## config.mk

```make
export PLATFORM = sky130hd
export DESIGN_NAME = morse_key_timing_decoder_flat
export DESIGN_NICKNAME = d
export VERILOG_FILES = /design/src/hdl/mktd_pkg.sv /design/src/hdl/mktd_if.sv /design/src/hdl/morse_key_timing_decoder.sv /design/src/hdl/mktd_unit_div.sv /design/src/hdl/mktd_decode.sv /design/src/flat_wrapper.sv
export VERILOG_INCLUDE_DIRS = /design/src /design/src/hdl
export SDC_FILE = /design/constraint.sdc
export NUM_CORES = 1
export LEC_CHECK = 0
export ABC_AREA = 1
export BUFFER_PORTS_ARGS = -buffer_cell sky130_fd_sc_hd__clkbuf_2
export CAP_MARGIN = 5
export CORE_MARGIN = 3
export CORE_UTILIZATION = 60
export CTS_CLUSTER_DIAMETER = 30
export CTS_CLUSTER_SIZE = 14
export DETAILED_ROUTE_END_ITERATION = 10
export MAX_ROUTING_LAYER = met4
export PLACE_DENSITY = 0.79
export SETUP_SLACK_MARGIN = 0.3
export SYNTH_ARGS = -nofsm -noshare
export SYNTH_HDL_FRONTEND = slang
export SYNTH_HIERARCHICAL = 1
export SYNTH_SLANG_ARGS = --single-unit
```

## constraint.sdc

```tcl
create_clock -name clock -period 7.4 [get_ports clock]
set_input_delay 1.48 -clock clock [delete_from_list [all_inputs] [get_ports clock]]
set_output_delay 1.48 -clock clock [all_outputs]
set_load 0.02 [all_outputs]
```

## src/hdl/morse_key_timing_decoder_macros.svh

```systemverilog
// ----------------------------------------------------------------------------
// Morse key timing decoder assertion macros
// Shared assertion wrappers. They compile to nothing when SYNTHESIS is set.
// ----------------------------------------------------------------------------
`ifndef MORSE_KEY_TIMING_DECODER_MACROS_SVH
`define MORSE_KEY_TIMING_DECODER_MACROS_SVH

`ifndef SYNTHESIS

// Check a property on every rising edge outside of reset
`define MKTD_ASSERT(label, clk, rst, prop) \
   label: assert property (@(posedge clk) disable iff (rst) (prop)) \
      else $error("mktd check failed");

// Check that a condition implies a consequence in the same cycle
`define MKTD_ASSERT_IMPLY(label, clk, rst, ante, cons) \
   label: assert property (@(posedge clk) disable iff (rst) (ante) |-> (cons)) \
      else $error("mktd implication failed");

// Check that a condition implies a consequence in the next cycle
`define MKTD_ASSERT_NEXT(label, clk, rst, ante, cons) \
   label: assert property (@(posedge clk) disable iff (rst) (ante) |=> (cons)) \
      else $error("mktd sequence failed");

`else

`define MKTD_ASSERT(label, clk, rst, prop)
`define MKTD_ASSERT_IMPLY(label, clk, rst, ante, cons)
`define MKTD_ASSERT_NEXT(label, clk, rst, ante, cons)

`endif

`endif

```

## src/hdl/mktd_pkg.sv

```systemverilog
// ----------------------------------------------------------------------------
// Morse key timing decoder package
// Field widths, codes, shared types and the Morse code table.
// ----------------------------------------------------------------------------
package mktd_pkg;

   // Field widths
   localparam int TIME_W = 32;
   localparam int WPM_W  = 11;
   localparam int KIND_W = 2;
   localparam int CHAR_W = 7;

   // Unit length arithmetic
   localparam int UNIT_W = WPM_W;
   localparam int TWO_W  = UNIT_W + 1;
   localparam int FIVE_W = UNIT_W + 3;
   localparam logic [WPM_W-1:0]  UNIT_DIVIDEND = WPM_W'(1200);
   localparam logic [UNIT_W-1:0] UNIT_RESET    = UNIT_W'(60);

   localparam int MAX_ELEMENTS_DEFAULT = 8;

   // Code table geometry
   localparam int CODE_COUNT   = 36;
   localparam int CODE_LEN_W   = 3;
   localparam int CODE_PAT_W   = 5;
   localparam int CODE_MAX_LEN = 5;
   localparam logic [CHAR_W-1:0] CHAR_UNKNOWN = 7'h3F;

   typedef enum logic {
      OP_EDGE = 1'b0,
      OP_TICK = 1'b1
   } op_type;

   typedef enum logic [KIND_W-1:0] {
      KIND_NONE    = 2'd0,
      KIND_CHAR    = 2'd1,
      KIND_UNKNOWN = 2'd2,
      KIND_SPACE   = 2'd3
   } kind_type;

   typedef struct packed {
      logic              operation;
      logic              key_level;
      logic [TIME_W-1:0] time_ms;
   } item_type;

   typedef struct packed {
      kind_type          kind;
      logic [CHAR_W-1:0] character;
   } result_type;

   // Status of the unit length calculation
   typedef struct packed {
      logic              busy;
      logic [TWO_W-1:0]  two_unit;
      logic [FIVE_W-1:0] five_unit;
   } speed_status_type;

   typedef struct packed {
      logic              hit;
      logic [CHAR_W-1:0] character;
   } lookup_type;

   // Element count, dash pattern (bit i = element i) and ASCII of each code
   localparam logic [CODE_LEN_W-1:0] CODE_LEN [CODE_COUNT] = '{
      3'd2, 3'd4, 3'd4, 3'd3, 3'd1, 3'd4, 3'd3, 3'd4, 3'd2, 3'd4, 3'd3, 3'd4,
      3'd2, 3'd2, 3'd3, 3'd4, 3'd4, 3'd3, 3'd3, 3'd1, 3'd3, 3'd4, 3'd3, 3'd4,
      3'd4, 3'd4,
      3'd5, 3'd5, 3'd5, 3'd5, 3'd5, 3'd5, 3'd5, 3'd5, 3'd5, 3'd5
   };

   localparam logic [CODE_PAT_W-1:0] CODE_PAT [CODE_COUNT] = '{
      5'h02, 5'h01, 5'h05, 5'h01, 5'h00, 5'h04, 5'h03, 5'h00, 5'h00, 5'h0E,
      5'h05, 5'h02, 5'h03, 5'h01, 5'h07, 5'h06, 5'h0B, 5'h02, 5'h00, 5'h01,
      5'h04, 5'h08, 5'h06, 5'h09, 5'h0D, 5'h03,
      5'h1F, 5'h1E, 5'h1C, 5'h18, 5'h10, 5'h00, 5'h01, 5'h03, 5'h07, 5'h0F
   };

   localparam logic [CHAR_W-1:0] CODE_CHAR [CODE_COUNT] = '{
      7'h41, 7'h42, 7'h43, 7'h44, 7'h45, 7'h46, 7'h47, 7'h48, 7'h49, 7'h4A,
      7'h4B, 7'h4C, 7'h4D, 7'h4E, 7'h4F, 7'h50, 7'h51, 7'h52, 7'h53, 7'h54,
      7'h55, 7'h56, 7'h57, 7'h58, 7'h59, 7'h5A,
      7'h30, 7'h31, 7'h32, 7'h33, 7'h34, 7'h35, 7'h36, 7'h37, 7'h38, 7'h39
   };

   // Match a length and the low pattern bits against the code table;
   // pattern bits at or above the length are masked off
   function automatic lookup_type code_lookup(input logic [CODE_LEN_W-1:0] len,
                                              input logic [CODE_PAT_W-1:0] pat);
      lookup_type            res;
      logic [CODE_PAT_W:0]   mask;
      logic [CODE_PAT_W-1:0] masked;
      mask = ((CODE_PAT_W+1)'(1) << len) - (CODE_PAT_W+1)'(1);
      masked = pat & mask[CODE_PAT_W-1:0];
      res.hit = 1'b0;
      res.character = '0;
      for (int i = 0; i < CODE_COUNT; i++) begin
         if (len == CODE_LEN[i] && masked == CODE_PAT[i]) begin
            res.hit = 1'b1;
            res.character = CODE_CHAR[i];
         end
      end
      return res;
   endfunction

endpackage

```

## src/hdl/mktd_if.sv

```systemverilog
// ----------------------------------------------------------------------------
// Morse key timing decoder channels
// Valid/ready channels for key items and decoded results.
// ----------------------------------------------------------------------------
interface mktd_req_if;
   logic                       valid;
   logic                       ready;
   logic                       operation;
   logic                       key_level;
   logic [mktd_pkg::TIME_W-1:0] time_ms;

   modport source (output valid, operation, key_level, time_ms, input ready);
   modport sink   (input valid, operation, key_level, time_ms, output ready);
endinterface

interface mktd_rsp_if;
   logic                       valid;
   logic                       ready;
   logic [mktd_pkg::KIND_W-1:0] event_kind;
   logic [mktd_pkg::CHAR_W-1:0] character;

   modport source (output valid, event_kind, character, input ready);
   modport sink   (input valid, event_kind, character, output ready);
endinterface

```

## src/hdl/morse_key_timing_decoder.sv

```systemverilog
// ----------------------------------------------------------------------------
// Morse key timing decoder
// Turns timestamped key edges and ticks into characters and word spaces.
// ----------------------------------------------------------------------------
// Usage:
//   req_ch carries one item per transfer: operation (edge or tick), key_level
//   and time_ms. rsp_ch returns exactly one result per item: event_kind and
//   character (0 for none and word space).
//   Each item is held in the input register and then decoded into the result
//   register, so rsp_ch.valid rises once the item has passed both registers.
//   One item is taken every cycle while the divider is idle and rsp_ch is not stalled.
//   A write on csr_write_enable/csr_write_data sets the speed; the unit length
//   comes out of a one-bit-per-cycle divider, so req_ch.ready stays low after
//   the write until the division is done.
//   Reset clears both registers and restores the speed to 20 words per
//   minute, with no clearing pass. When rsp_ch stalls, the result register
//   holds, the input register takes one more item and then req_ch.ready
//   drops until the result is taken.
// ----------------------------------------------------------------------------
`include "morse_key_timing_decoder_macros.svh"

module morse_key_timing_decoder #(
   parameter int MAX_ELEMENTS = mktd_pkg::MAX_ELEMENTS_DEFAULT
) (
   input  logic                       clock,
   input  logic                       reset,
   mktd_req_if.sink                   req_ch,
   mktd_rsp_if.source                 rsp_ch,
   input  logic                       csr_write_enable,
   input  logic [mktd_pkg::WPM_W-1:0] csr_write_data
);

   mktd_pkg::speed_status_type speed;

   logic                 in_valid_ff, in_valid_in;
   mktd_pkg::item_type   in_item_ff;
   logic                 out_valid_ff, out_valid_in;
   mktd_pkg::result_type out_result_ff;
   mktd_pkg::result_type result;
   logic                 req_fire;
   logic                 advance;

   // Speed register and unit length
   mktd_unit_div u_unit_div (
      .clock        (clock),
      .reset        (reset),
      .write_enable (csr_write_enable),
      .write_data   (csr_write_data),
      .status       (speed)
   );

   // Key state and decode
   mktd_decode #(
      .MAX_ELEMENTS (MAX_ELEMENTS)
   ) u_decode (
      .clock   (clock),
      .reset   (reset),
      .advance (advance),
      .item    (in_item_ff),
      .speed   (speed),
      .result  (result)
   );

   // Handshake: advance when an item is held, the divider is idle and the result register is free or being emptied
   always_comb begin
      advance      = in_valid_ff && !speed.busy && (!out_valid_ff || rsp_ch.ready);
      req_ch.ready = !speed.busy && (!in_valid_ff || advance);
      req_fire     = req_ch.valid && req_ch.ready;
      in_valid_in  = req_fire || (in_valid_ff && !advance);
      out_valid_in = advance || (out_valid_ff && !rsp_ch.ready);
   end

   always_ff @(posedge clock) begin
      if (reset) begin
         in_valid_ff  <= 1'b0;
         out_valid_ff <= 1'b0;
      end else begin
         in_valid_ff  <= in_valid_in;
         out_valid_ff <= out_valid_in;
      end
   end

   // Capture the input transfer
   always_ff @(posedge clock) begin
      if (req_fire) begin
         in_item_ff.operation <= req_ch.operation;
         in_item_ff.key_level <= req_ch.key_level;
         in_item_ff.time_ms   <= req_ch.time_ms;
      end
   end

   // Load the result register
   always_ff @(posedge clock) begin
      if (advance) begin
         out_result_ff <= result;
      end
   end

   assign rsp_ch.valid      = out_valid_ff;
   assign rsp_ch.event_kind = out_result_ff.kind;
   assign rsp_ch.character  = out_result_ff.character;

   `MKTD_ASSERT_IMPLY(a_busy_blocks, clock, reset, speed.busy, !req_ch.ready)
   `MKTD_ASSERT_IMPLY(a_blank_char, clock, reset,
      rsp_ch.valid && (rsp_ch.event_kind == mktd_pkg::KIND_NONE ||
                       rsp_ch.event_kind == mktd_pkg::KIND_SPACE),
      rsp_ch.character == '0)

endmodule

```

## src/hdl/mktd_unit_div.sv

```systemverilog
// ----------------------------------------------------------------------------
// Unit length divider
// Restoring divider that forms 1200 / wpm one quotient bit per cycle and
// keeps the two-unit and five-unit thresholds.
// ----------------------------------------------------------------------------
`include "morse_key_timing_decoder_macros.svh"

module mktd_unit_div (
   input  logic                          clock,
   input  logic                          reset,
   input  logic                          write_enable,
   input  logic [mktd_pkg::WPM_W-1:0]    write_data,
   output mktd_pkg::speed_status_type    status
);

   localparam int DIV_W = mktd_pkg::WPM_W;
   localparam int CNT_W = $clog2(DIV_W + 1);

   logic                        busy_ff;
   logic [CNT_W-1:0]            cnt_ff;
   logic [DIV_W-1:0]            divisor_ff;
   logic [DIV_W-1:0]            rem_ff;
   logic [DIV_W-1:0]            quo_ff;
   logic [mktd_pkg::TWO_W-1:0]  two_ff;
   logic [mktd_pkg::FIVE_W-1:0] five_ff;

   logic [DIV_W:0]              rem_shift;
   logic [DIV_W:0]              rem_sub;
   logic                        fits;
   logic [DIV_W-1:0]            rem_in;
   logic [DIV_W-1:0]            quo_in;
   logic [mktd_pkg::UNIT_W-1:0] unit;
   logic [mktd_pkg::TWO_W-1:0]  two_in;
   logic [mktd_pkg::FIVE_W-1:0] five_in;
   logic                        last_step;

   // One restoring step: bring down the next dividend bit, subtract if it fits
   always_comb begin
      rem_shift = {rem_ff, quo_ff[DIV_W-1]};
      rem_sub   = rem_shift - {1'b0, divisor_ff};
      fits      = rem_shift >= {1'b0, divisor_ff};
      rem_in    = fits ? rem_sub[DIV_W-1:0] : rem_shift[DIV_W-1:0];
      quo_in    = {quo_ff[DIV_W-2:0], fits};
      unit      = (quo_in == '0) ? mktd_pkg::UNIT_W'(1) : quo_in;
      two_in    = {unit, 1'b0};
      five_in   = mktd_pkg::FIVE_W'({unit, 2'b00}) + mktd_pkg::FIVE_W'(unit);
      last_step = busy_ff && (cnt_ff == CNT_W'(1));
   end

   // Sequence control and thresholds
   always_ff @(posedge clock) begin
      if (reset) begin
         busy_ff <= 1'b0;
         cnt_ff  <= '0;
         two_ff  <= {mktd_pkg::UNIT_RESET, 1'b0};
         five_ff <= mktd_pkg::FIVE_W'({mktd_pkg::UNIT_RESET, 2'b00})
                    + mktd_pkg::FIVE_W'(mktd_pkg::UNIT_RESET);
      end else if (write_enable) begin
         busy_ff <= 1'b1;
         cnt_ff  <= CNT_W'(DIV_W);
      end else if (busy_ff) begin
         cnt_ff <= cnt_ff - CNT_W'(1);
         if (last_step) begin
            busy_ff <= 1'b0;
            two_ff  <= two_in;
            five_ff <= five_in;
         end
      end
   end

   // Divider datapath; a zero speed divides by one
   always_ff @(posedge clock) begin
      if (write_enable) begin
         divisor_ff <= (write_data == '0) ? DIV_W'(1) : write_data;
         rem_ff     <= '0;
         quo_ff     <= mktd_pkg::UNIT_DIVIDEND;
      end else if (busy_ff) begin
         rem_ff <= rem_in;
         quo_ff <= quo_in;
      end
   end

   assign status.busy      = busy_ff;
   assign status.two_unit  = two_ff;
   assign status.five_unit = five_ff;

   `MKTD_ASSERT_NEXT(a_write_starts, clock, reset, write_enable, busy_ff)
   `MKTD_ASSERT_NEXT(a_last_step_done, clock, reset, last_step && !write_enable, !busy_ff)

endmodule

```

## src/hdl/mktd_decode.sv

```systemverilog
// ----------------------------------------------------------------------------
// Morse key element decoder
// Keeps the key timing state, classifies presses and flushes characters.
// ----------------------------------------------------------------------------
`include "morse_key_timing_decoder_macros.svh"

module mktd_decode #(
   parameter int MAX_ELEMENTS = mktd_pkg::MAX_ELEMENTS_DEFAULT
) (
   input  logic                       clock,
   input  logic                       reset,
   input  logic                       advance,
   input  mktd_pkg::item_type         item,
   input  mktd_pkg::speed_status_type speed,
   output mktd_pkg::result_type       result
);

   localparam int TOTAL_W = $clog2(MAX_ELEMENTS + 1);
   localparam int IDX_W   = $clog2(MAX_ELEMENTS);

   logic                          started_ff, started_in;
   logic                          level_ff, level_in;
   logic                          space_ff, space_in;
   logic [mktd_pkg::TIME_W-1:0]   last_time_ff, last_time_in;
   logic [TOTAL_W-1:0]            total_ff, total_in;
   logic [MAX_ELEMENTS-1:0]       bits_ff, bits_in;

   logic [mktd_pkg::TIME_W-1:0]   dur;
   logic                          gap_two, press_long, gap_five;
   logic [mktd_pkg::CODE_LEN_W-1:0] len_sel;
   mktd_pkg::lookup_type          code;
   mktd_pkg::result_type          flush_res;

   // Durations and code lookup
   always_comb begin
      dur        = item.time_ms - last_time_ff;
      gap_two    = dur >= mktd_pkg::TIME_W'(speed.two_unit);
      press_long = dur >  mktd_pkg::TIME_W'(speed.two_unit);
      gap_five   = dur >= mktd_pkg::TIME_W'(speed.five_unit);
      len_sel    = (total_ff <= TOTAL_W'(mktd_pkg::CODE_MAX_LEN)) ?
                   total_ff[mktd_pkg::CODE_LEN_W-1:0] : '0;
      code       = mktd_pkg::code_lookup(len_sel, bits_ff[mktd_pkg::CODE_PAT_W-1:0]);
      if (code.hit) begin
         flush_res.kind      = mktd_pkg::KIND_CHAR;
         flush_res.character = code.character;
      end else begin
         flush_res.kind      = mktd_pkg::KIND_UNKNOWN;
         flush_res.character = mktd_pkg::CHAR_UNKNOWN;
      end
   end

   // Next state and result for the item
   always_comb begin
      started_in       = started_ff;
      level_in         = level_ff;
      space_in         = space_ff;
      last_time_in     = last_time_ff;
      total_in         = total_ff;
      bits_in          = bits_ff;
      result.kind      = mktd_pkg::KIND_NONE;
      result.character = '0;
      if (item.operation == mktd_pkg::OP_EDGE) begin
         if (!started_ff) begin
            started_in   = 1'b1;
            level_in     = item.key_level;
            last_time_in = item.time_ms;
         end else if (item.key_level != level_ff) begin
            if (item.key_level) begin
               // press: a long enough gap ends the character
               if (total_ff != '0 && gap_two) begin
                  result   = flush_res;
                  total_in = '0;
               end
               space_in = 1'b0;
            end else if (total_ff < TOTAL_W'(MAX_ELEMENTS)) begin
               // release: store a dot or a dash
               bits_in[total_ff[IDX_W-1:0]] = press_long;
               total_in = total_ff + TOTAL_W'(1);
            end
            level_in     = item.key_level;
            last_time_in = item.time_ms;
         end
      end else if (started_ff && !level_ff) begin
         if (total_ff != '0) begin
            if (gap_two) begin
               result   = flush_res;
               total_in = '0;
               space_in = 1'b0;
            end
         end else if (!space_ff && gap_five) begin
            space_in    = 1'b1;
            result.kind = mktd_pkg::KIND_SPACE;
         end
      end
   end

   // Hold state between items
   always_ff @(posedge clock) begin
      if (reset) begin
         started_ff   <= 1'b0;
         level_ff     <= 1'b0;
         space_ff     <= 1'b1;
         last_time_ff <= '0;
         total_ff     <= '0;
      end else if (advance) begin
         started_ff   <= started_in;
         level_ff     <= level_in;
         space_ff     <= space_in;
         last_time_ff <= last_time_in;
         total_ff     <= total_in;
      end
   end

   // Element bits are only read below the element count
   always_ff @(posedge clock) begin
      if (advance) begin
         bits_ff <= bits_in;
      end
   end

   `MKTD_ASSERT(a_total_bound, clock, reset, total_ff <= TOTAL_W'(MAX_ELEMENTS))

endmodule
```

## src/flat_wrapper.sv

```systemverilog
// flat-port wrapper written by rule: the top's interface ports become plain ports
module morse_key_timing_decoder_flat 
#(
   parameter int MAX_ELEMENTS = mktd_pkg::MAX_ELEMENTS_DEFAULT
)
  (clock, reset, csr_write_enable, csr_write_data, req_ch_valid, req_ch_operation, req_ch_key_level, req_ch_time_ms, req_ch_ready, rsp_ch_valid, rsp_ch_event_kind, rsp_ch_character, rsp_ch_ready);
  mktd_req_if req_ch_i ();
  mktd_rsp_if rsp_ch_i ();
  input  logic clock;
  input  logic reset;
  input  logic csr_write_enable;
  input  logic [mktd_pkg::WPM_W-1:0] csr_write_data;
  input wire logic [$bits(req_ch_i.valid)-1:0] req_ch_valid;
  input wire logic [$bits(req_ch_i.operation)-1:0] req_ch_operation;
  input wire logic [$bits(req_ch_i.key_level)-1:0] req_ch_key_level;
  input wire logic [$bits(req_ch_i.time_ms)-1:0] req_ch_time_ms;
  output wire logic [$bits(req_ch_i.ready)-1:0] req_ch_ready;
  output wire logic [$bits(rsp_ch_i.valid)-1:0] rsp_ch_valid;
  output wire logic [$bits(rsp_ch_i.event_kind)-1:0] rsp_ch_event_kind;
  output wire logic [$bits(rsp_ch_i.character)-1:0] rsp_ch_character;
  input wire logic [$bits(rsp_ch_i.ready)-1:0] rsp_ch_ready;
  assign req_ch_i.valid = req_ch_valid;
  assign req_ch_i.operation = req_ch_operation;
  assign req_ch_i.key_level = req_ch_key_level;
  assign req_ch_i.time_ms = req_ch_time_ms;
  assign req_ch_ready = req_ch_i.ready;
  assign rsp_ch_valid = rsp_ch_i.valid;
  assign rsp_ch_event_kind = rsp_ch_i.event_kind;
  assign rsp_ch_character = rsp_ch_i.character;
  assign rsp_ch_i.ready = rsp_ch_ready;
  morse_key_timing_decoder #(.MAX_ELEMENTS(MAX_ELEMENTS)) u_core (.clock(clock), .reset(reset), .req_ch(req_ch_i), .rsp_ch(rsp_ch_i), .csr_write_enable(csr_write_enable), .csr_write_data(csr_write_data));
endmodule
```

==> results.sh <==
export IMPL_status="complete, no violations"
export IMPL_yosysUniqueCellTypes=54
export IMPL_die_area_sq_um=20000
export IMPL_cts_root_buf="clkbuf_16"
export IMPL_synth_area_leaders="dfxtp_1, edfxtp_1, nand2_1"
export IMPL_grt_max_degree=63
export IMPL_arrival_ps=3780
export IMPL_clock_path_buffers=2
export IMPL_clock_skew_ps=9.81
export IMPL_max_freq_mhz=276
export IMPL_power_density_nw_per_um2=193
export IMPL_core_area_sq_um=17700
export IMPL_cts_sinks=150
export IMPL_antenna_cells=0
export IMPL_dpl_cell_area_sq_um=11400
export IMPL_firstDrtPassIters=5
export IMPL_synthTopCellsByCount="nand2_1, inv_1, nor2_1"
export IMPL_crit_required_ps=7560
export IMPL_cts_htree_levels=4
export IMPL_async_reset_ff_frac=0
export IMPL_peakVddDrop_mv=0.208
export IMPL_grt_pass1_vias=9573
export IMPL_cts_tree="yes"
export IMPL_endpoint_kind="flop"
export IMPL_start_kind="flop"
export IMPL_timing_slew_headroom=0.328
export IMPL_synth_seq_cells=150
export IMPL_yosysWarningCount=6
export IMPL_ys_seq_area_frac=0.326
export IMPL_path_clk_slew_ps=60
export IMPL_crit_type="flop to flop"
export IMPL_final_nets=1797
export IMPL_grt_first_pass_wirelength_mm=44.6
export IMPL_synth_edff_count=59
export IMPL_die_h_um=141
export IMPL_gp_congestion=0.994
export IMPL_drv_slew=0
export IMPL_final_cells=1900
export IMPL_synth_most_common_cell="nand2_1"
export IMPL_drt_initial_drc_count=798
export IMPL_vias=10300
export IMPL_syn_area_per_cell_sq_um=6.77
export IMPL_drc=0
export IMPL_rsz0062_at_grt="false"
export IMPL_cts_resized_gates=0
export IMPL_postSynthCellCount=1627
export IMPL_avgViaCountPerCell=5.43
export IMPL_die_x_um=141
export IMPL_hp_class="flop to flop"
export IMPL_dp_hpwl_mm=20.3
export IMPL_period_share=0.489
export IMPL_synth_top_area_share=0.165
export IMPL_worstPathMaxFanout=4
export IMPL_cts_hold_buf=0
export IMPL_drv_cap=0
export IMPL_layout_drive_gt1_share=0.103
export IMPL_final_area_sq_um=12000
export IMPL_clkLatencyLatePin_ps=430
export IMPL_ys_flop_type="dfxtp_1"
export IMPL_fp_row_count=48
export IMPL_io_buffers=60
export IMPL_ant_nets=0
export IMPL_start_util=0.624
export IMPL_post_cts_buffers=0
export IMPL_grt_overflow_total=0
export IMPL_setup_tns_ps=0
export IMPL_setup_viol=0
export IMPL_worst_pin_slew_ps=1010
export IMPL_hold_viol=0
export IMPL_syn_area_sq_um=11000
export IMPL_p_leak_nw=6.16
export IMPL_ios=61
export IMPL_drt_wl_total_mm=26.7
export IMPL_period_minus_slack_ps=3620
export IMPL_area_growth_pct=8.86
export IMPL_synth_largest_area_cell="dfxtp_1"
export IMPL_track_usage=0.279
export IMPL_cts_buffers=17
export IMPL_dp_cells=1869
export IMPL_synthesis_nets=1761
export IMPL_antenna_found_initial=0
export IMPL_wl_per_cell_um=14.1
==> placed cells by master, fill, tap and decap left out, drive strengths merged, types with 4 or more instances in the layout <==
cell type,instances
nor3,27
a211oi,4
nand3,107
nand4,45
and2,8
o21ai,58
a22oi,4
dfxtp,91
o211ai,8
ha,81
edfxtp,59
clkinv,7
clkbuf,81
nand2,466
xor2,13
a21oi,101
inv,309
nand3b,10
o21bai,6
xnor2,4
nor2,147
o22ai,6
nor4,10
==> routing by layer <==
metal / up-vias / track usage / part of all wire
li1: 5280 / - / -
met1: 4672 / 0.376 / 0.46
met2: 333 / 0.446 / 0.45
met3: 37 / 0.0489 / 0.071
met4: 0 / 0.0596 / 0.014
met5: - / - / 0
==> layout make-up <==
type | instances | area, sq um
clock buffer | 21 | 514
tap | 225 | 282
fill | 1540 | 5670
clock inverter | 10 | 80.1
inverter | 306 | 1150
timing repair buffer | 63 | 323
multi-input combinational | 1125 | 6050
sequential | 150 | 3590
==> worst max-delay path, stage by stage (launching register included) <==
cell and delay, ps:
edfxtp_1 360, inv_1 80, ha_1 140, inv_1 80
fa_1 450, nand2_1 100, inv_1 50, nand2_1 60
nand3_1 140, xor2_1 200, ha_1 200, a21oi_1 170
nor2_1 70, a2111oi_0 580, nor2_1 110, nor2_1 110
o211ai_1 90, nand2_1 80, inv_1 50, nand4_1 120
o21ai_0 100
==> path summary, 6_finish.rpt <==
kind                            slack [ps]  depth (start not counted)                                           from                                             to
worst max-delay path                  3780                         20                 u_core/in_item_ff[0]$_DFFE_PP_          u_core/rsp_ch.event_kind[0]$_DFFE_PP_
worst min-delay path                   460                          2  u_core/u_decode/last_time_ff[23]$_SDFFE_PP0P_  u_core/u_decode/last_time_ff[23]$_SDFFE_PP0P_
worst max register to register        3780                         20                 u_core/in_item_ff[0]$_DFFE_PP_          u_core/rsp_ch.event_kind[0]$_DFFE_PP_
worst min register to register         460                          2  u_core/u_decode/last_time_ff[23]$_SDFFE_PP0P_  u_core/u_decode/last_time_ff[23]$_SDFFE_PP0P_
==> sequential cells by signal, summed over array words and instances, names as in the netlist <==
name / cells
u_core/u_unit_div/five_ff: 14
u_core/u_decode/space_ff: 1
u_core/u_unit_div/quo_ff: 11
u_core/in_item_ff: 34
u_core/u_decode/last_time_ff: 32
u_core/rsp_ch.character: 7
u_core/u_decode/level_ff: 1
u_core/u_unit_div/two_ff: 9
u_core/in_valid_ff: 1
u_core/u_decode/bits_ff: 5
u_core/u_unit_div/cnt_ff: 4
u_core/rsp_ch.event_kind: 2
u_core/u_decode/started_ff: 1
u_core/u_unit_div/rem_ff: 11
u_core/u_unit_div/divisor_ff: 11
u_core/u_unit_div/busy_ff: 1
u_core/u_decode/total_ff: 4
u_core/rsp_ch.valid: 1
==> per-stage QoR <==
stage | setup WS [ps] | utilization | hold WS [ps] | power [mW]
5_1_grt | 3380 | 0.679 | 485 | 2.44
4_1_cts | 3800 | 0.679 | 461 | 2.32
3_5_place_dp | 3800 | 0.645 | 451 | 1.45
2_1_floorplan | 3950 | - | 419 | 1.32
3_3_place_gp | 3890 | 0.645 | 444 | 1.44
6_report | 3780 | 0.679 | 458 | 2.31
==> power by group <==
group,switching [mW],internal [mW],total [mW]
Combinational,0.343,0.180,0.524
Sequential,0.0223,0.901,0.924
Clock,0.361,0.502,0.864
==> cells by family (layout without fill, tap and decap cells) <==
group	count (synthesis)	count (layout)	share of synthesized area
compound gates	197	197	0.101
buf+inv	352	400	0.125
fa+ha+maj	84	84	0.0975
flops	150	150	0.326
xor+xnor	17	17	0.0135
simple gates	826	826	0.337
other cells	1	1	0.000341
No activity file was read; power rests on OpenSTA's default activity.
